## config.mk

```make
export PLATFORM = sky130hd
export DESIGN_NAME = fnv1a_key_hash_slot_select_unit_flat
export DESIGN_NICKNAME = d
export VERILOG_FILES = /design/src/hw/rtl/fnv_ks_pkg.sv /design/src/hw/rtl/fnv_ks_if.sv /design/src/hw/rtl/fnv_ks_ctrl.sv /design/src/hw/rtl/fnv_ks_dp.sv /design/src/hw/rtl/fnv1a_key_hash_slot_select_unit.sv /design/src/flat_wrapper.sv
export SDC_FILE = /design/constraint.sdc
export NUM_CORES = 1
export LEC_CHECK = 0
export BUFFER_PORTS_ARGS = -buffer_cell sky130_fd_sc_hd__buf_2
export CAP_MARGIN = 10
export CORE_ASPECT_RATIO = 1.1
export CORE_MARGIN = 4
export CORE_UTILIZATION = 40
export DETAILED_ROUTE_END_ITERATION = 6
export GPL_ROUTABILITY_DRIVEN = 0
export GPL_TIMING_DRIVEN = 1
export MAX_ROUTING_LAYER = met4
export SYNTH_ARGS = -nofsm -noshare
export SYNTH_HDL_FRONTEND = slang
export SYNTH_SLANG_ARGS = --single-unit
```

## constraint.sdc

```tcl
create_clock -name i_clk -period 7.75 [get_ports i_clk]
set_input_delay 0.775 -clock i_clk [delete_from_list [all_inputs] [get_ports i_clk]]
set_output_delay 0.775 -clock i_clk [all_outputs]
set_load 0.02 [all_outputs]
```

## src/hw/rtl/fnv_ks_pkg.sv

```systemverilog
// shared types and constants for the fnv-1a key hash and slot select unit
package fnv_ks_pkg;

    localparam int HASH_W  = 32;
    localparam int COUNT_W = 11;
    localparam int SLOT_W  = 10;
    localparam int BYTE_W  = 8;
    localparam int STEP_W  = $clog2(HASH_W);

    localparam logic [HASH_W-1:0]  HASH_BASIS  = 32'd2166136261;
    localparam logic [HASH_W-1:0]  HASH_PRIME  = 32'd16777619;
    localparam logic [BYTE_W-1:0]  SEP_BYTE    = 8'h2F;
    localparam logic [COUNT_W-1:0] MAX_WORKERS = 11'd1024;
    localparam logic [COUNT_W-1:0] COUNT_RESET = 11'd1;

    typedef enum logic [1:0] {
        OP_FOLD   = 2'd0,
        OP_SEP    = 2'd1,
        OP_FINISH = 2'd2,
        OP_RSVD   = 2'd3
    } t_opcode;

    // controller to datapath
    typedef struct packed {
        logic fold;
        logic sel_sep;
        logic emit_start;
        logic div_step;
        logic load_out;
    } t_dp_cmd;

    // datapath to controller
    typedef struct packed {
        logic div_last;
    } t_dp_sts;

    function automatic logic [HASH_W-1:0] fold_byte(
        input logic [HASH_W-1:0] h,
        input logic [BYTE_W-1:0] b
    );
        logic [HASH_W-1:0] x;
        x = h ^ {{(HASH_W-BYTE_W){1'b0}}, b};
        return x * HASH_PRIME;
    endfunction

endpackage

```

## src/hw/rtl/fnv_ks_if.sv

```systemverilog
// valid/ready channel interfaces for key items and hash results
interface fnv_ks_in_if;
    logic       valid;
    logic       ready;
    logic [1:0] opcode;
    logic [7:0] key_byte;
    logic       end_of_key;

    modport source (output valid, output opcode, output key_byte, output end_of_key,
                    input ready);
    modport sink   (input valid, input opcode, input key_byte, input end_of_key,
                    output ready);
endinterface

interface fnv_ks_out_if;
    logic        valid;
    logic        ready;
    logic [31:0] key_hash;
    logic [9:0]  owner_slot;

    modport source (output valid, output key_hash, output owner_slot, input ready);
    modport sink   (input valid, input key_hash, input owner_slot, output ready);
endinterface

```

## src/hw/rtl/fnv_ks_ctrl.sv

```systemverilog
// controller: item decode, divider sequencing and output handshake
module fnv_ks_ctrl (
    input  logic                i_clk,
    input  logic                i_rst_n,
    input  logic                i_in_valid,
    input  logic [1:0]          i_opcode,
    input  logic                i_end_of_key,
    input  logic                i_out_ready,
    input  fnv_ks_pkg::t_dp_sts i_sts,
    output fnv_ks_pkg::t_dp_cmd o_cmd,
    output logic                o_in_ready,
    output logic                o_out_valid
);

    typedef enum logic [1:0] {
        S_IDLE,
        S_DIV,
        S_HOLD
    } t_state;

    t_state r_state;
    t_state n_state;
    logic   r_in_ready;
    logic   r_out_valid;
    logic   in_xfer;

    assign in_xfer = i_in_valid & r_in_ready;

    always_comb begin
        o_cmd = '0;
        unique case (fnv_ks_pkg::t_opcode'(i_opcode))
            fnv_ks_pkg::OP_FOLD: begin
                o_cmd.fold       = in_xfer;
                o_cmd.emit_start = in_xfer & i_end_of_key;
            end
            fnv_ks_pkg::OP_SEP: begin
                o_cmd.fold       = in_xfer;
                o_cmd.sel_sep    = 1'b1;
                o_cmd.emit_start = in_xfer & i_end_of_key;
            end
            fnv_ks_pkg::OP_FINISH: begin
                o_cmd.emit_start = in_xfer;
            end
            default: begin
                // reserved code: no fold, no result
            end
        endcase
        o_cmd.div_step = (r_state == S_DIV);
        o_cmd.load_out = (r_state == S_HOLD) & (~r_out_valid | i_out_ready);
    end

    always_comb begin
        n_state = r_state;
        unique case (r_state)
            S_IDLE: begin
                if (o_cmd.emit_start) begin
                    n_state = S_DIV;
                end
            end
            S_DIV: begin
                if (i_sts.div_last) begin
                    n_state = S_HOLD;
                end
            end
            S_HOLD: begin
                if (o_cmd.load_out) begin
                    n_state = S_IDLE;
                end
            end
            default: n_state = S_IDLE;
        endcase
    end

    always_ff @(posedge i_clk) begin
        if (!i_rst_n) begin
            r_state     <= S_IDLE;
            r_in_ready  <= 1'b1;
            r_out_valid <= 1'b0;
        end else begin
            r_state    <= n_state;
            r_in_ready <= (n_state == S_IDLE);
            if (o_cmd.load_out) begin
                r_out_valid <= 1'b1;
            end else if (i_out_ready) begin
                r_out_valid <= 1'b0;
            end
        end
    end

    assign o_in_ready  = r_in_ready;
    assign o_out_valid = r_out_valid;

endmodule

```

## src/hw/rtl/fnv_ks_dp.sv

```systemverilog
// datapath: running hash, bit-serial modulo unit and output registers
module fnv_ks_dp (
    input  logic                                 i_clk,
    input  logic                                 i_rst_n,
    input  fnv_ks_pkg::t_dp_cmd                  i_cmd,
    input  logic [fnv_ks_pkg::BYTE_W-1:0]        i_key_byte,
    input  logic                                 i_cfg_we,
    input  logic [fnv_ks_pkg::COUNT_W-1:0]       i_cfg_wdata,
    output fnv_ks_pkg::t_dp_sts                  o_sts,
    output logic [fnv_ks_pkg::HASH_W-1:0]        o_key_hash,
    output logic [fnv_ks_pkg::SLOT_W-1:0]        o_owner_slot
);

    logic [fnv_ks_pkg::HASH_W-1:0]  r_hash;
    logic [fnv_ks_pkg::COUNT_W-1:0] r_count;
    logic [fnv_ks_pkg::HASH_W-1:0]  r_emit_hash;
    logic [fnv_ks_pkg::HASH_W-1:0]  r_dvd;
    logic [fnv_ks_pkg::SLOT_W-1:0]  r_rem;
    logic [fnv_ks_pkg::COUNT_W-1:0] r_div;
    logic [fnv_ks_pkg::STEP_W-1:0]  r_step;
    logic [fnv_ks_pkg::HASH_W-1:0]  r_out_hash;
    logic [fnv_ks_pkg::SLOT_W-1:0]  r_out_slot;

    logic [fnv_ks_pkg::BYTE_W-1:0]  fold_in;
    logic [fnv_ks_pkg::HASH_W-1:0]  n_fold;
    logic [fnv_ks_pkg::HASH_W-1:0]  emit_val;
    logic [fnv_ks_pkg::COUNT_W-1:0] eff_count;
    logic [fnv_ks_pkg::COUNT_W-1:0] trial;
    logic [fnv_ks_pkg::COUNT_W-1:0] diff;
    logic [fnv_ks_pkg::SLOT_W-1:0]  n_rem;

    assign fold_in   = i_cmd.sel_sep ? fnv_ks_pkg::SEP_BYTE : i_key_byte;
    assign n_fold    = fnv_ks_pkg::fold_byte(r_hash, fold_in);
    assign emit_val  = i_cmd.fold ? n_fold : r_hash;
    assign eff_count = (r_count > fnv_ks_pkg::MAX_WORKERS) ? fnv_ks_pkg::MAX_WORKERS
                                                           : r_count;

    // restoring remainder step, remainder stays below a nonzero divisor
    assign trial = {r_rem, r_dvd[fnv_ks_pkg::HASH_W-1]};
    assign diff  = trial - r_div;
    assign n_rem = (trial >= r_div) ? diff[fnv_ks_pkg::SLOT_W-1:0]
                                    : trial[fnv_ks_pkg::SLOT_W-1:0];

    assign o_sts.div_last = (r_step == {fnv_ks_pkg::STEP_W{1'b1}});

    always_ff @(posedge i_clk) begin
        if (!i_rst_n) begin
            r_hash  <= fnv_ks_pkg::HASH_BASIS;
            r_count <= fnv_ks_pkg::COUNT_RESET;
        end else begin
            if (i_cfg_we) begin
                r_count <= i_cfg_wdata;
            end
            if (i_cmd.emit_start) begin
                r_hash <= fnv_ks_pkg::HASH_BASIS;
            end else if (i_cmd.fold) begin
                r_hash <= n_fold;
            end
        end
    end

    always_ff @(posedge i_clk) begin
        if (i_cmd.emit_start) begin
            r_emit_hash <= emit_val;
            r_dvd       <= emit_val;
            r_rem       <= '0;
            r_div       <= eff_count;
            r_step      <= '0;
        end else if (i_cmd.div_step) begin
            r_dvd  <= {r_dvd[fnv_ks_pkg::HASH_W-2:0], 1'b0};
            r_rem  <= n_rem;
            r_step <= r_step + {{(fnv_ks_pkg::STEP_W-1){1'b0}}, 1'b1};
        end
        if (i_cmd.load_out) begin
            r_out_hash <= r_emit_hash;
            r_out_slot <= (r_div == '0) ? '0 : r_rem;
        end
    end

    assign o_key_hash   = r_out_hash;
    assign o_owner_slot = r_out_slot;

endmodule

```

## src/hw/rtl/fnv1a_key_hash_slot_select_unit.sv

```systemverilog
// top level of the fnv-1a key hash and owner slot select unit
// Folds a key one item per transfer into a 32-bit FNV-1a hash (basis
// 2166136261, prime 16777619); a separator item folds a '/' byte, opcode 3
// is ignored. Items that fold without ending the key are taken one per
// cycle while no slot calculation is running. An item that ends the key
// (end_of_key on a fold or separator, or any finish) starts the slot
// calculation: the hash is reduced modulo min(worker_count, 1024) by a
// bit-serial remainder unit that takes one hash bit per cycle, so ready
// stays low after such a transfer through the 32 remainder steps and the
// output register load, and the result is valid in the output register
// from the cycle ready returns. The output register holds one result;
// while it waits for its transfer the unit keeps taking new key items,
// and a further key end then waits after its remainder steps, with ready
// low, until the register is free. A worker count of zero gives slot 0.
// worker_count resets to 1; the user writes it through i_cfg_we /
// i_cfg_wdata only while the unit is idle, the block does not enforce it.
module fnv1a_key_hash_slot_select_unit (
    input  logic                                 i_clk,
    input  logic                                 i_rst_n,
    fnv_ks_in_if.sink                            i_key,
    fnv_ks_out_if.source                         o_res,
    input  logic                                 i_cfg_we,
    input  logic [fnv_ks_pkg::COUNT_W-1:0]       i_cfg_wdata
);

    fnv_ks_pkg::t_dp_cmd cmd;
    fnv_ks_pkg::t_dp_sts sts;

    // controller: decodes accepted items, runs the remainder steps and
    // owns both handshake flags
    fnv_ks_ctrl u_ctrl (
        .i_clk        (i_clk),
        .i_rst_n      (i_rst_n),
        .i_in_valid   (i_key.valid),
        .i_opcode     (i_key.opcode),
        .i_end_of_key (i_key.end_of_key),
        .i_out_ready  (o_res.ready),
        .i_sts        (sts),
        .o_cmd        (cmd),
        .o_in_ready   (i_key.ready),
        .o_out_valid  (o_res.valid)
    );

    // datapath: running hash, worker count register, remainder unit
    // and the result register
    fnv_ks_dp u_dp (
        .i_clk        (i_clk),
        .i_rst_n      (i_rst_n),
        .i_cmd        (cmd),
        .i_key_byte   (i_key.key_byte),
        .i_cfg_we     (i_cfg_we),
        .i_cfg_wdata  (i_cfg_wdata),
        .o_sts        (sts),
        .o_key_hash   (o_res.key_hash),
        .o_owner_slot (o_res.owner_slot)
    );

endmodule

```

## src/flat_wrapper.sv

```systemverilog
// flat-port wrapper written by rule: the top's interface ports become plain ports
module fnv1a_key_hash_slot_select_unit_flat 
  (i_clk, i_rst_n, i_cfg_we, i_cfg_wdata, i_key_valid, i_key_opcode, i_key_key_byte, i_key_end_of_key, i_key_ready, o_res_valid, o_res_key_hash, o_res_owner_slot, o_res_ready);
  fnv_ks_in_if i_key_i ();
  fnv_ks_out_if o_res_i ();
  input  logic i_clk;
  input  logic i_rst_n;
  input  logic i_cfg_we;
  input  logic [fnv_ks_pkg::COUNT_W-1:0] i_cfg_wdata;
  input wire logic [$bits(i_key_i.valid)-1:0] i_key_valid;
  input wire logic [$bits(i_key_i.opcode)-1:0] i_key_opcode;
  input wire logic [$bits(i_key_i.key_byte)-1:0] i_key_key_byte;
  input wire logic [$bits(i_key_i.end_of_key)-1:0] i_key_end_of_key;
  output wire logic [$bits(i_key_i.ready)-1:0] i_key_ready;
  output wire logic [$bits(o_res_i.valid)-1:0] o_res_valid;
  output wire logic [$bits(o_res_i.key_hash)-1:0] o_res_key_hash;
  output wire logic [$bits(o_res_i.owner_slot)-1:0] o_res_owner_slot;
  input wire logic [$bits(o_res_i.ready)-1:0] o_res_ready;
  assign i_key_i.valid = i_key_valid;
  assign i_key_i.opcode = i_key_opcode;
  assign i_key_i.key_byte = i_key_key_byte;
  assign i_key_i.end_of_key = i_key_end_of_key;
  assign i_key_ready = i_key_i.ready;
  assign o_res_valid = o_res_i.valid;
  assign o_res_key_hash = o_res_i.key_hash;
  assign o_res_owner_slot = o_res_i.owner_slot;
  assign o_res_i.ready = o_res_ready;
  fnv1a_key_hash_slot_select_unit u_core (.i_clk(i_clk), .i_rst_n(i_rst_n), .i_key(i_key_i), .o_res(o_res_i), .i_cfg_we(i_cfg_we), .i_cfg_wdata(i_cfg_wdata));
endmodule
```

# --- Yosys cells after proc, flatten, opt, wreduce, memory -nomap -nowiden ---
# Index checks and enable logic that the tools add are counted.
word_totals:
  register_bits: 179
  input_bits: 27
  out_inout_bits: 44
  elab_cells: 51
op_classes:
  n_addsub: 2
  mul: 1
  magnitude_cmp: 2
  n_eq_ne: 5
  mux: 14
  bitwise_logic: 7
  n_reduce_logical: 8
ops:
  columns: ["op", "n"]
  rows:
  - ["32-bit 2-to-1 mux", 3]
  - ["32-bit by 25-bit multiplier with 32-bit output, second input constant", 1]
  - ["32-bit by 8-bit bitwise XOR with 32-bit output", 1]
  - ["11-bit >= comparator", 1]
  - ["11-bit > comparator, second input constant", 1]
  - ["11-bit logical NOT", 1]
  - ["10-bit 2-to-1 mux", 1]
  - ["10-bit subtractor", 1]
  - ["8-bit 2-to-1 mux", 1]
  - ["2-bit logical NOT", 3]
  - ["2-bit 2-to-1 mux", 3]
  - ["2-bit one-hot mux with 3 select lines", 1]
  - ["5-bit by 1-bit adder with 5-bit output, second input constant", 1]
  - ["5-bit equality test, second input constant", 1]
  - ["2-bit by 1-bit equality test with 1-bit output, second input constant", 2]
  - ["2-bit equality test, second input constant", 2]
  - ["1-bit 2-to-1 mux", 4]
  - ["2-bit nonzero test", 2]
  - ["2-bit OR reduction", 2]
  - ["1-bit bitwise AND", 3]
  - ["1-bit NOT", 2]
  - ["1-bit one-hot mux with 2 select lines", 1]
  - ["1-bit OR", 1]

# --- Longest topological paths before layout ---
# Gate-level depths: netlist of run 1.
depth:
  ltp_word: 7
  depth_mapped: 23

# --- Hierarchy ---
# Synthesis of run 1 repeated with hierarchy kept, for this count alone.
unflattened:
  cells_unflattened: 1221
  hier_area_um2: 12899.9
modules_own_cells:
  columns: ["mod", "instances", "cells_each", "area_per_inst_um2", "seq_area_each_um2"]
  rows:
  - ["fnv_ks_dp", 1, 1198, 12683.4, 4674.5]
  - ["fnv_ks_ctrl", 1, 23, 216.5, 80.1]

# --- Worst setup path before layout of run 1 ---
# No wires, ideal clock.
synth_path:
  path_kind: "input -> register"
  startpoint: "input port i_key_opcode[0]"
  endpoint: "register u_core.u_dp.r_dvd[18] (netlist bit), data pin"
  setup_time_ns: 0.264
  arrival_ns: 5.614
  required_ns: 7.486
  slack_ns: 1.873
  path_stages: 21
  cell_sequence: "nor2b_1 > nor2_1 > xnor2_1 > ha_1 > ha_1 > fa_1 > ha_1 > fa_1 > ha_1 > inv_1 > fa_1 > inv_1 > ha_1 > nand3_2 > nor4_1 > or2_4 > o21bai_4 > a21oi_2 > or3_1 > a31oi_1 > o21ai_1"
synth_between:
  elab_chain_cells: 7
synth_rtl:
  columns: ["item", "line", "rtl"]
  rows:
  - ["start, declared", "flat_wrapper.sv:11", "input wire logic [$bits(i_key_i.opcode)-1:0] i_key_opcode;"]
  - ["2-bit by 1-bit equality test with 1-bit output", "fnv_ks_ctrl.sv:31", "unique case (fnv_ks_pkg::t_opcode'(i_opcode))"]
  - ["1-bit 2-to-1 mux", "fnv_ks_ctrl.sv:31", null]
  - ["8-bit 2-to-1 mux", "fnv_ks_dp.sv:32", "assign fold_in = i_cmd.sel_sep ? fnv_ks_pkg::SEP_BYTE : i_key_byte;"]
  - ["32-bit by 8-bit bitwise XOR with 32-bit output", "fnv_ks_pkg.sv:42", "x = h ^ {{(HASH_W-BYTE_W){1'b0}}, b};"]
  - ["32-bit by 25-bit multiplier with 32-bit output", "fnv_ks_pkg.sv:43", "return x * HASH_PRIME;"]
  - ["32-bit 2-to-1 mux", null, null]
  - ["32-bit 2-to-1 mux *", "fnv_ks_dp.sv:63", "if (i_cmd.emit_start) begin"]
  - ["end signal, assigned", "fnv_ks_dp.sv:65", "r_dvd <= emit_val;"]
  - ["end signal, assigned", "fnv_ks_dp.sv:70", "r_dvd <= {r_dvd[fnv_ks_pkg::HASH_W-2:0], 1'b0};"]
  - ["end, declared", "fnv_ks_dp.sv:17", "logic [fnv_ks_pkg::HASH_W-1:0] r_dvd;"]
# Mark *: on every way between the ends. The rest lies on a longest branch, timed or not.
# A chain may end at the register's enable or synchronous reset.

# --- Worst setup path after layout of run 1 ---
layout_path:
  startpoint: "input port i_key_opcode[1]"
  endpoint: "register u_core.u_dp.r_dvd[15] (netlist bit), data pin"
# The elaborated chain is that of the path after synthesis.

==> results of run 1 <==
## layer usage
layer | GRT usage (%) | vias to the layer above
met3 | 2.22 | 43
li1 | - | 4360
met2 | 28.5 | 185
met5 | - | -
met4 | 5.60 | 0
met1 | 21.9 | 4317
## cell families (layout without fill, tap and decap cells)
logic type	after synthesis	count (layout)	synth area share [%]
DFF	179	179	36.2
and+or+nand+nor	262	262	9.80
muxes	36	36	2.77
adders and majority gates	273	273	30.3
AOI/OAI and AO/OA	173	173	8.41
xor gates and xnor gates	58	58	3.87
buffers and inverters	286	370	8.58
## flip-flops by register name (all words and copies together) (netlist names), 10 cells and up
| signal | flops |
|---|---|
| u_core.u_dp.r_hash | 32 |
| u_core.u_dp.o_key_hash | 32 |
| u_core.u_dp.r_emit_hash | 32 |
| u_core.u_dp.r_div | 11 |
| u_core.u_dp.r_dvd | 32 |
| u_core.u_dp.o_owner_slot | 10 |
| u_core.u_dp.r_rem | 10 |
| u_core.u_dp.r_count | 11 |
## layout by cell type (no fill, tap or decap), types with 4 or more instances in the layout
| cell type | Yosys | layout |
|---|---|---|
| a211oi_1 | 7 | 7 |
| a21o_1 | 9 | 9 |
| a21oi_1 | 49 | 49 |
| a21oi_2 | 5 | 5 |
| a31oi_1 | 6 | 6 |
| and2_1 | 16 | 16 |
| and3_1 | 5 | 5 |
| buf_2 | 1 | 70 |
| buf_4 | 3 | 12 |
| clkbuf_16 | 0 | 17 |
| dfxtp_1 | 62 | 62 |
| edfxtp_1 | 117 | 117 |
| fa_1 | 75 | 75 |
| ha_1 | 198 | 198 |
| inv_1 | 256 | 255 |
| inv_6 | 0 | 4 |
| mux2i_1 | 34 | 34 |
| nand2_1 | 87 | 87 |
| nand2b_1 | 6 | 6 |
| nand3_1 | 11 | 11 |
| nand4_1 | 10 | 10 |
| nor2_1 | 60 | 59 |
| nor2b_1 | 25 | 24 |
| nor3_1 | 14 | 14 |
| nor3b_1 | 6 | 6 |
| nor4_1 | 5 | 5 |
| o211ai_1 | 5 | 5 |
| o21a_1 | 6 | 6 |
| o21ai_0 | 44 | 44 |
| o21ai_1 | 7 | 7 |
| o21bai_1 | 4 | 4 |
| o22ai_1 | 4 | 4 |
| xnor2_1 | 42 | 42 |
| xor2_1 | 16 | 16 |
## how the worst min path moves through the flow
stage,from,endpoint
after floorplan,u_core.u_dp.r_emit_hash[0],u_core.u_dp.o_key_hash[0]
after global placement,u_core.u_dp.r_emit_hash[11],u_core.u_dp.o_key_hash[11]
after detailed placement,u_core.u_dp.r_emit_hash[12],u_core.u_dp.o_key_hash[12]
after CTS,u_core.u_dp.r_emit_hash[12],u_core.u_dp.o_key_hash[12]
after global routing,u_core.u_dp.r_emit_hash[12],u_core.u_dp.o_key_hash[12]
final,u_core.u_dp.r_emit_hash[12],u_core.u_dp.o_key_hash[12]
## stage by stage
step | setup slack [ns] | hold slack [ns]
floorplan | 1.87 | 0.400
global placement | 0.676 | 0.406
detailed placement | 0.587 | 0.405
CTS | 1.04 | 0.411
global route | 0.650 | 0.418
finish | 1.04 | 0.413
## cells in the mapped netlist (7+ instances only)
| cell type | n |
|---|---|
| a211oi_1 | 7 |
| a21o_1 | 9 |
| a21oi_1 | 49 |
| and2_1 | 16 |
| clkbuf_1 | 19 |
| dfxtp_1 | 62 |
| edfxtp_1 | 117 |
| fa_1 | 75 |
| ha_1 | 198 |
| inv_1 | 256 |
| mux2i_1 | 34 |
| nand2_1 | 87 |
| nand3_1 | 11 |
| nand4_1 | 10 |
| nor2_1 | 60 |
| nor2b_1 | 25 |
| nor3_1 | 14 |
| o21ai_0 | 44 |
| o21ai_1 | 7 |
| xnor2_1 | 42 |
| xor2_1 | 16 |
## area by class of cell
type,count,area (um^2)
Timing Repair Buffer,82,440
Multi-Input combinational cell,802,7250
Clock inverter,13,166
Tap cell,426,533
Inverter,256,961
Sequential cell,179,4750
Clock buffer,19,443
Fill cell,3072,17800
## worst max-delay path, delay by kind of cell
kind	cells	cell delay, ns
xor gates and xnor gates	2	0.58
AOI/OAI and AO/OA	6	1.26
muxes	1	0.47
buffers and inverters	3	0.23
and+or+nand+nor	2	0.63
adders and majority gates	8	2.93
==> impl.org, run 1 <==
** Status
- The run finished with clean final reports.

** Route
- DR iter-0 viols :: 495
- Antenna Violating Nets Remaining :: 0
- For this block, the via count after detailed routing is 8,905.
- Aggregate routed wire length :: 29.3 mm
- Drt pass-1 iters :: 5
- Met2 Wirelength :: 14.3 mm
- Met3 Wirelength :: 1.15 mm
- Dividing the detail-routed wire length by the instance count gives 16.5 um.
- In the routed design, unresolved DRC markers number 0.
- Post-Route M1 WL :: 13.1 mm
- Topmost layer with routed signal wires :: met4
- Via-to-Cell Ratio :: 5.01

** Setup path
- Most repeated library cell on the critical path :: ha_1
- The slowest stage of the critical path belongs to the cell fa_1.
- Along the worst path, the maximum fanout reaches 6.
- STA puts the critical path data required time at 7.91 ns.
- Flop2flop setup slack :: 1.82 ns
- Measured in cells, the most critical reg-to-reg path has a length of 19.
- Sort of element at the start of the critical path :: primary input
- Arrival time worst endpoint :: 6.88 ns
- The setup path with the least slack is of type in -> reg.
- STA classifies the critical path endpoint as a flop.
- Sequence of cells on the critical path :: buf_2 > nor2b_1 > nor2_1 > xnor2_1 > ha_1 > ha_1 > ha_1 > ha_1 > fa_1 > ha_1 > inv_1 > fa_1 > inv_1 > ha_1 > a2111oi_2 > o21ai_2 > a31oi_1 > o21ai_0 > a21oi_1 > xnor2_1 > mux2i_1 > o21ai_0
- Following the worst setup path forward leads to its endpoint at u_core.u_dp.r_dvd[15].
- In this run the critical register-to-register path is captured at u_core.u_dp.r_dvd[15].
- CP max stage delay :: 0.53 ns
- The most critical setup path has its startpoint at i_key_opcode[1].
- Launch point of the worst reg-to-reg path :: u_core.u_dp.r_hash[1]

** Place
- Buffers placed on the I/O ports in this run total 70.
- Summed over all nets, the half-perimeter wirelength after detailed placement is 22.9 mm.
- Standard cell area after detailed placement :: 0.0139 mm^2
- Once placement completed, the tool counted placed cells totaling 1,745.

** Die
- Once the floorplan was initialized, standard cells occupied 40.5% of the core.
- In this run the vertical extent of the chip is 198 um.
- Area inside the core boundary :: 0.0324 mm^2
- Floorplan die area :: 0.0358 mm^2
- Number of placement rows :: 69
- Die X-Extent :: 181 um
- In this run the count of I/O pins placed on the die edge is 71.

** Logic synthesis
- Counting flops and latches in the post-synthesis netlist gives 179.
- Distinct cell type count after synthesis :: 64
- Async set-reset flop share out of synthesis :: 0%
- By area the synthesized netlist is led by edfxtp_1 27%, ha_1 19%, fa_1 11%.
- After synthesis the cells add up to 0.0131 mm^2.
- Area share of the largest cell type after synthesis :: 26.8%
- Cell accounting for the most synthesized area :: edfxtp_1
- Post-Syn Instances :: 1,267
- For this run, the number of Yosys warnings is 0.
- Synthesis produced a netlist with a net count of 1,567.
- Dividing the synthesized area by the synthesized cell count gives 10.4 um^2.
- The most used flip-flop cell after synthesis is edfxtp_1.
- The share of the Yosys chip area taken by registers is 36.2%.
- Number of enable flip-flop cells after synthesis :: 117

** Layout
- The final layout contains 1,638 nets.
- 0 antenna diodes ended up in the layout.
- The area growth from synthesis to layout is 10.9%.
- The finished cells cover 0.0146 mm^2.
- Of the cells placed in the final design, the portion with a size suffix greater than 1 is 10.4%.
- Utilization of the core after routing :: 44.9%
- Count of placed standard cells in the final layout, fillers left out :: 1,777

** Clocking
- CTS Root Buffer Type :: clkbuf_16
- Clock Path Buffers :: 2
- Clock insertion delay at the later pin of the skew report :: 0.44 ns
- After clock tree synthesis, the clock-pin slew on the worst setup and hold paths is 0.08 ns.
- Number of sinks on the clock net :: 179
- Number of H-tree levels :: 4
- Post-CTS timing repair inserted 0 buffers for setup.
- TritonCTS clock tree :: done
- In this run, post-CTS repair resized a total of 0 instances.
- Buffers inserted during clock tree synthesis total 17.
- In this run, post-CTS hold repair placed 0 buffers.

** GRT
- Entering global routing, the biggest net connects 74 pins.
- In the global route stage, overall resource usage came out at 17.1%.
- The total overflow left after global routing is 0.
- The number of antenna violations at the first check in global routing came to 0.
- The first global-routing pass estimated 47.3 mm of wire.
- The via count of the first global-routing pass came to 9,023.

** Run
- Number of violations of the max-capacitance limit :: 0

** STA
- Headroom to the max-slew limit came out at 33.7%.
- Worst Tran Pin Value :: 0.995 ns
- Static timing analysis puts the maximum clock frequency at 149 MHz.
- Final total negative setup slack :: 0 ns
- The max-slew violation total from the final report came to 0.
- For the finished layout, the period the worst path requires is 6.71 ns.
- Final hold violations :: 0
- Clock skew on the completed layout was measured at 0.0164 ns.
- Setup violations remaining at the end of the flow were counted as 0.
- Unrepaired setup endpoints after global routing :: no
- After layout, the worst path uses 86.6% of the clock period.

** Worst hold path
- Tightest Hold Check Type :: reg -> reg
- Worst Hold Path Cells :: 0
Power of run 1 is left out: the tool's default activity adds up to more than one toggle a clock period on the data nets, which glitch-free logic cannot reach.
==> run 2: changes to the inputs <==
==> constraint.sdc (replaced) <==
create_clock -name i_clk -period 7.35 [get_ports i_clk]
set_input_delay 0.735 -clock i_clk [delete_from_list [all_inputs] [get_ports i_clk]]
set_output_delay 0.735 -clock i_clk [all_outputs]
set_load 0.02 [all_outputs]
==> impl.org, run 2 (synthesis results as in run 1) <==
** STA
- Unrepaired setup endpoints after global routing :: no (unchanged)
- The max-slew violation total from the final report came to 0 (unchanged).
- Static timing analysis puts the maximum clock frequency at 160 MHz.
- The total negative setup slack came to 0 ns (unchanged).
- The number of failing hold endpoints at the final stage came to 0 (unchanged).
- Time the final worst path needs with I/O delays and setup :: 6.26 ns
- Post-route fraction of the period consumed by the critical path :: 85.2%
- Finish-stage setup viols :: 0 (unchanged)
- The worst slew margin relative to its limit is 33.0% (was 33.7%).
- Post-Route Skew :: 0.00828 ns (was 0.0164 ns)
- The transition time at the pin with the least slew margin was 1.01 ns (was 0.995 ns).

** GRT
- The overall overflow remaining after global route was 0 (unchanged).
- The first-pass GRT wire length came to 47.5 mm (was 47.3 mm).
- Overall fraction of global-route tracks in use :: 17.3% (was 17.1%)
- Initial antenna violation count :: 0 (unchanged)
- Pin count of the biggest net entering global routing :: 46 (was 74)
- Number of global-route vias before repair :: 9,094 (was 9,023)

** Route
- The number of violations reported at the end of detailed-routing iteration 0 came to 387 (was 495).
- The detailed-router iteration count before antenna repair came to 5 (unchanged).
- Post-detailed-route wirelength per cell :: 16.6 um (was 16.5 um)
- Via-to-Cell Ratio :: 5.00 (was 5.01)
- Aggregate routed wire length :: 29.6 mm (was 29.3 mm)
- Vias :: 8,895 (was 8,905)
- The final antenna-violating net count is 0 (unchanged).
- Number of remaining DRC errors :: 0 (unchanged)

** Clocking
- The clock latency on the worst-skew pair was 0.44 ns (about the same).
- The hold buffer count at CTS came to 0 (unchanged).
- The H-tree level count came to 4 (unchanged).
- The post-CTS setup repair buffer count was 0 (unchanged).
- Clock Path Buffers :: 2 (unchanged)
- Count of instances resized after the clock tree is built :: 0 (unchanged)
- The total CTS buffers is 17 (unchanged).
- The clock transition at the register clock pins on the worst setup and hold paths after CTS came to 0.07 ns (was 0.08 ns).
- Number of sinks on the clock net :: 179 (unchanged)
- The CTS tree is done (unchanged).
- The clock tree root buffer cell is clkbuf_16 (unchanged).

** Layout
- Area delta synth->final :: 10.8% (was 10.9%)
- Filler cells :: 3,032 (was 3,072)
- The antenna cell count was 0 (unchanged).
- The fraction of layout cells with a size suffix above 1 was 10.4% (about the same).
- The number of nets in the layout is 1,640 (was 1,638).
- Leading cell types in the layout, fill and taps excluded :: 255 x inv_1, 198 x ha_1, 117 x edfxtp_1 (unchanged)
- Leading cell type in the layout, fill and taps excluded :: inv_1 (unchanged)

** Setup path
- The endpoint type of the worst setup path was a flop (unchanged).
- The data arrival time of the critical path is 6.39 ns (was 6.88 ns).
- Critical path type :: in -> reg (unchanged)
- The startpoint kind of the worst setup timing path is a primary input (unchanged).
- Maximum fanout count along the critical path :: 7 (was 6)
- Required time of the worst setup path :: 7.48 ns (was 7.91 ns)

** Die
- The die outline width came to 181 um (unchanged).
- Floorplan die area :: 0.0358 mm^2 (unchanged)
- I/O pin count :: 71 (unchanged)
- Area inside the core boundary :: 0.0324 mm^2 (unchanged)
- The number of standard-cell rows in the floorplan is 69 (unchanged).
- Initial core utilization :: 40.5% (unchanged)
- Die Ht :: 198 um (unchanged)

** Place
- HPWL after DPL :: 23.6 mm (was 22.9 mm)
- IO Port Bufs :: 70 (unchanged)

** Status
- Outcome :: finished, final reports clean (unchanged)

** Worst hold path
- The kind of path behind the tightest hold check was reg -> reg (unchanged).

** Run
- Number of violations of the max-capacitance limit :: 0 (unchanged)
==> run 2: cell count changes in the layout (fill, tap and decap cells not counted) <==
cell / delta
inv_8: -3
buf_4: +2
clkinv_2: +2
clkbuf_1: +1
clkbuf_8: -1
clkinv_4: +1
==> run 2: layout make-up <==
| type | instances | area [um^2] | area share (%) |
|---|---|---|---|
| tap | 426 | 533 | 3.67 |
| inverter | 256 | 961 | 6.61 |
| multi-input combinational | 802 | 7250 | 49.9 |
| sequential | 179 | 4750 | 32.7 |
| clock inverter | 13 | 151 | 1.04 |
| timing repair buffer | 84 | 455 | 3.13 |
| clock buffer | 19 | 433 | 2.98 |
==> run 2: stage by stage <==
step / hold slack [ns] / util (%) / setup slack [ns] / area, um^2 / std cells
floorplan: 0.400 / - / 1.51 / 13100 / 1267
global placement: 0.403 / 43.1 / 0.706 / 14000 / 1747
detailed placement: 0.405 / 43.1 / 0.630 / 14000 / 1747
CTS: 0.421 / 44.9 / 1.06 / 14500 / 1779
global route: 0.422 / 44.9 / 0.729 / 14500 / 1779
finish: 0.421 / 44.9 / 1.09 / 14500 / 1779
==> run 2: per-layer routing <==
| metal | part of all wire (%) | GRT usage, % |
|---|---|---|
| met1 | 44 | 21.4 |
| met4 | 2.4 | 5.27 |
| met3 | 4.4 | 2.94 |
| met2 | 49 | 29.3 |
| met5 | 0 | - |
==> run 2: critical path, stage by stage <==
cell and delay [ns]:
buf_2 0.12, nor2b_1 0.15, buf_4 0.16, nor2_1 0.06, xnor2_1 0.37, ha_1 0.32, ha_1 0.32, fa_1 0.48
ha_1 0.22, fa_1 0.48, ha_1 0.29, inv_1 0.06, fa_1 0.52, inv_1 0.04, ha_1 0.39, nand3_2 0.11
nor4_1 0.05, or2_4 0.29, o21ai_0 0.36, nand2_1 0.17, a31oi_1 0.22, xor2_1 0.30, o21ai_0 0.16
==> run 2: path summary, 6_finish.rpt <==
path	from	end	slack, ns	cells after the start
setup / recovery	i_key_opcode[0]	u_core.u_dp.r_emit_hash[26]	1.09	23
hold / removal	u_core.u_dp.r_emit_hash[12]	u_core.u_dp.o_key_hash[12]	0.42	0
setup reg to reg	u_core.u_dp.r_hash[6]	u_core.u_dp.r_emit_hash[26]	1.52	18
hold reg to reg	u_core.u_dp.r_emit_hash[12]	u_core.u_dp.o_key_hash[12]	0.42	0
Power of run 2 is left out for the same reason.
==> run 3: changes to the inputs <==
--- a/config.mk
+++ b/config.mk
@@ -16,4 +16,5 @@
 export MAX_ROUTING_LAYER = met4
 export SYNTH_ARGS = -nofsm -noshare
 export SYNTH_HDL_FRONTEND = slang
+export SYNTH_HIERARCHICAL = 1
 export SYNTH_SLANG_ARGS = --single-unit
==> impl.org, run 3 <==
** GRT
- Global-route wire length before repair :: 44.4 mm (was 47.5 mm)
- Number of global-route vias before repair :: 8,545 (was 9,094)
- The pin count of the biggest net entering global routing was 71 (was 46).
- Overflow left after global routing :: 0 (unchanged)
- Overall fraction of global-route tracks in use :: 16.6% (was 17.3%)
- The number of antenna violations at the first check in global routing was 0 (unchanged).

** Logic synthesis
- Synth warn :: 6 (was 0)
- Distinct cell type count after synthesis :: 62 (was 64)
- Number of nets produced by synthesis :: 1,520 (was 1,567)
- Cell accounting for the most synthesized area :: edfxtp_1 (unchanged)
- The synthesized cell area came to 0.0129 mm^2 (was 0.0131 mm^2).
- Ranking of synthesized cells by instance count: 249 x inv_1, 197 x ha_1, 117 x edfxtp_1, 75 x fa_1, 74 x nor2_1 (was 256 x inv_1, 198 x ha_1, 117 x edfxtp_1, 87 x nand2_1, 75 x fa_1).
- The average size of a mapped cell was 10.6 um^2 (was 10.4 um^2).
- The predominant post-synthesis flop cell was edfxtp_1 (unchanged).
- The share of flip-flops with an asynchronous set or reset came to 0% (unchanged).
- Cell types occupying the most area after synthesis :: edfxtp_1 27%, ha_1 19%, fa_1 12% (was edfxtp_1 27%, ha_1 19%, fa_1 11%)
- Sequential fraction of the synthesis area :: 36.9% (was 36.2%)
- Most numerous cell in the Yosys netlist :: inv_1 (unchanged)
- Area share of the largest cell type after synthesis :: 27.2% (was 26.8%)
- Number of enable flip-flop cells after synthesis :: 117 (unchanged)
- Post-Syn Instances :: 1,221 (was 1,267)
- The number of storage elements in the synthesis netlist came to 179 (unchanged).

** Die
- Area inside the core boundary :: 0.0316 mm^2 (was 0.0324 mm^2)
- The I/O pin total is 71 (unchanged).
- Die Ht :: 196 um (was 198 um)
- The die outline width came to 179 um (was 181 um).
- The die area came to 0.0352 mm^2 (was 0.0358 mm^2).
- The number of standard-cell rows in the floorplan is 68 (was 69).
- Initial core utilization :: 40.9% (was 40.5%)

** Route
- Post-Route M1 WL :: 12.7 mm (was 13.0 mm)
- Drt pass-1 iters :: 4 (was 5)
- Number of remaining DRC errors :: 0 (unchanged)
- Via-to-Cell Ratio :: 4.84 (was 5.00)
- The number of violations reported at the end of detailed-routing iteration 0 was 386 (was 387).
- The total via count after detailed routing was 8,360 (was 8,895).
- The routed length on met3 was 905 um (was 1.31 mm).
- Post-detailed-route wirelength per cell :: 15.9 um (was 16.6 um)
- The final antenna-violating net count was 0 (unchanged).
- The uppermost metal layer occupied by signal nets was met4 (unchanged).
- Aggregate routed wire length :: 27.5 mm (was 29.6 mm)
- Met2 Wirelength :: 13.4 mm (was 14.6 mm)

** Layout
- Leading cell type in the layout, fill and taps excluded :: inv_1 (unchanged)
- The number of fill cells in the layout is 2,959 (was 3,032).
- Net total in the final layout :: 1,594 (was 1,640)
- The final design instance area without fill was 0.0144 mm^2 (was 0.0145 mm^2).
- Leading cell types in the layout, fill and taps excluded :: 249 x inv_1, 197 x ha_1, 117 x edfxtp_1 (was 255 x inv_1, 198 x ha_1, 117 x edfxtp_1)
- Proportion of layout cells with a drive suffix above 1 :: 9.79% (was 10.4%)
- The antenna cell count came to 0 (unchanged).
- Area delta synth->final :: 11.3% (was 10.8%)

** Clocking
- CTS Root Buffer Type :: clkbuf_16 (unchanged)
- The H-tree level count is 4 (unchanged).
- The CTS tree is done (unchanged).
- The number of clock sinks came to 179 (unchanged).
- Clock insertion delay at the later pin of the skew report :: 0.43 ns (was 0.44 ns)
- The total CTS buffers came to 17 (unchanged).
- The hold buffer count at CTS came to 0 (unchanged).
- The post-CTS setup repair buffer count was 0 (unchanged).
- Clock Path Buffers :: 2 (unchanged)
- The clock transition at the register clock pins on the worst setup and hold paths after CTS was 0.07 ns (about the same).
- The quantity of gates resized following cts is 0 (unchanged).

** Setup path
- The startpoint kind of the worst setup timing path is a primary input (unchanged).
- Worst path bufs/invs :: 3 (was 4)
- The critical path's largest stage delay was 0.53 ns (was 0.52 ns).
- The category of the most critical setup path is in -> reg (unchanged).
- Sequence of cells on the critical path: buf_2 > and2b_1 > nor2_1 > xnor2_1 > ha_1 > ha_1 > fa_1 > ha_1 > fa_1 > ha_1 > inv_1 > fa_1 > inv_1 > ha_1 > a21oi_1 > o21ai_0 > a211oi_2 > o211ai_2 > a311o_1 > and3_4 > or4b_1 > nand3_1 (was buf_2 > nor2b_1 > buf_4 > nor2_1 > xnor2_1 > ha_1 > ha_1 > fa_1 > ha_1 > fa_1 > ha_1 > inv_1 > fa_1 > inv_1 > ha_1 > nand3_2 > nor4_1 > or2_4 > o21ai_0 > nand2_1 > a31oi_1 > xor2_1 > o21ai_0).
- The endpoint type of the worst setup path was a flop (unchanged).
- Most repeated library cell on the critical path :: ha_1 (unchanged)
- The top cell family by delay on the critical path is adder cells (unchanged).
- The slowest cell on the critical path is fa_1 (unchanged).
- The maximum fanout along the worst path came to 9 (was 7).
- Arrival time worst endpoint :: 7.16 ns (was 6.39 ns)
- Required time of the worst setup path :: 7.64 ns (was 7.48 ns)

** STA
- Post-Route Skew :: 0.0143 ns (was 0.00828 ns)
- Slew margin rel. :: 31.3% (was 33.0%)
- Finish-stage setup viols :: 0 (unchanged)
- Final hold violations :: 0 (unchanged)
- The transition time at the pin with the least slew margin is 1.03 ns (was 1.01 ns).
- The highest clock frequency the design can meet came to 146 MHz (was 160 MHz).
- The portion of the clock cycle consumed by the worst path in the final layout came to 93.4% (was 85.2%).
- The smallest hold slack came to 0.417 ns (was 0.421 ns).
- The post-layout minimum cycle time came to 6.87 ns (was 6.26 ns).
- Final total negative setup slack :: 0 ns (unchanged)
- The max-slew violation total from the final report came to 0 (unchanged).
- Unrepaired setup endpoints after global routing :: no (unchanged)

** Run
- The max capacitance violation total was 0 (unchanged).

** Place
- Standard cell area after detailed placement :: 0.0138 mm^2 (was 0.0140 mm^2)
- IO Port Bufs :: 70 (unchanged)
- The half-perimeter wire length after detailed placement was 21.5 mm (was 23.6 mm).

** Worst hold path
- The kind of path behind the tightest hold check is reg -> reg (unchanged).

** Status
- Outcome :: finished, final reports clean (unchanged)
==> run 3: layout make-up <==
class | count | area [um^2] | share of cell area (%)
inverters | 249 | 935 | 6.51
well taps | 420 | 526 | 3.66
clock inverters | 12 | 121 | 0.845
clock buffers | 20 | 447 | 3.11
flip-flops and latches | 179 | 4750 | 33.1
repair buffers | 84 | 459 | 3.20
multi-input cells | 764 | 7120 | 49.6
==> run 3: final timing paths <==
kind / startpoint / endpoint / slack (ns) / depth (start not counted)
setup reg to reg: u_core/u_dp/r_hash[5] / u_core/u_dp/r_dvd[29] / 1.09 / 19
hold / removal: u_core/u_dp/r_emit_hash[17] / u_core/u_dp/o_key_hash[17] / 0.42 / 0
setup / recovery: i_key_opcode[1] / u_core/u_dp/r_dvd[29] / 0.48 / 22
hold reg to reg: u_core/u_dp/r_emit_hash[17] / u_core/u_dp/o_key_hash[17] / 0.42 / 0
==> run 3: worst reg2reg max path, cell delays in order, from the launching register on <==
cell and delay, ns:
dfxtp_1 0.36, xnor2_1 0.40, ha_1 0.32, ha_1 0.30
fa_1 0.49, ha_1 0.22, fa_1 0.48, ha_1 0.30
inv_1 0.06, fa_1 0.53, inv_1 0.05, ha_1 0.38
a21oi_1 0.16, o21ai_0 0.12, a211oi_2 0.41, o211ai_2 0.23
a311o_1 0.48, and3_4 0.23, or4b_1 0.51, nand3_1 0.10
==> run 3: cells by family (layout without fill, tap and decap cells) <==
group	count (synthesis)	after routing	share of synthesized area [%]
AOI/OAI and AO/OA	152	152	7.48
xor gates and xnor gates	64	64	4.35
buffers and inverters	278	365	8.09
DFF	179	179	36.9
muxes	43	43	3.35
adders and majority gates	272	272	30.7
and+or+nand+nor	233	233	9.14
==> run 3: layer usage <==
metal	vias to the layer above	GRT usage, %
met5	-	-
met3	34	2.40
li1	4212	-
met2	125	27.4
met4	0	4.54
met1	3989	21.5
==> run 3: through the flow <==
| step | setup WS [ns] | util, % | cells |
|---|---|---|---|
| floorplan | 0.786 | - | 1221 |
| global placement | 0.300 | 43.7 | 1695 |
| detailed placement | 0.0690 | 43.7 | 1696 |
| CTS | 0.515 | 45.5 | 1728 |
| global route | 0.238 | 45.5 | 1728 |
| finish | 0.484 | 45.5 | 1728 |
Power of run 3 is left out for the same reason.
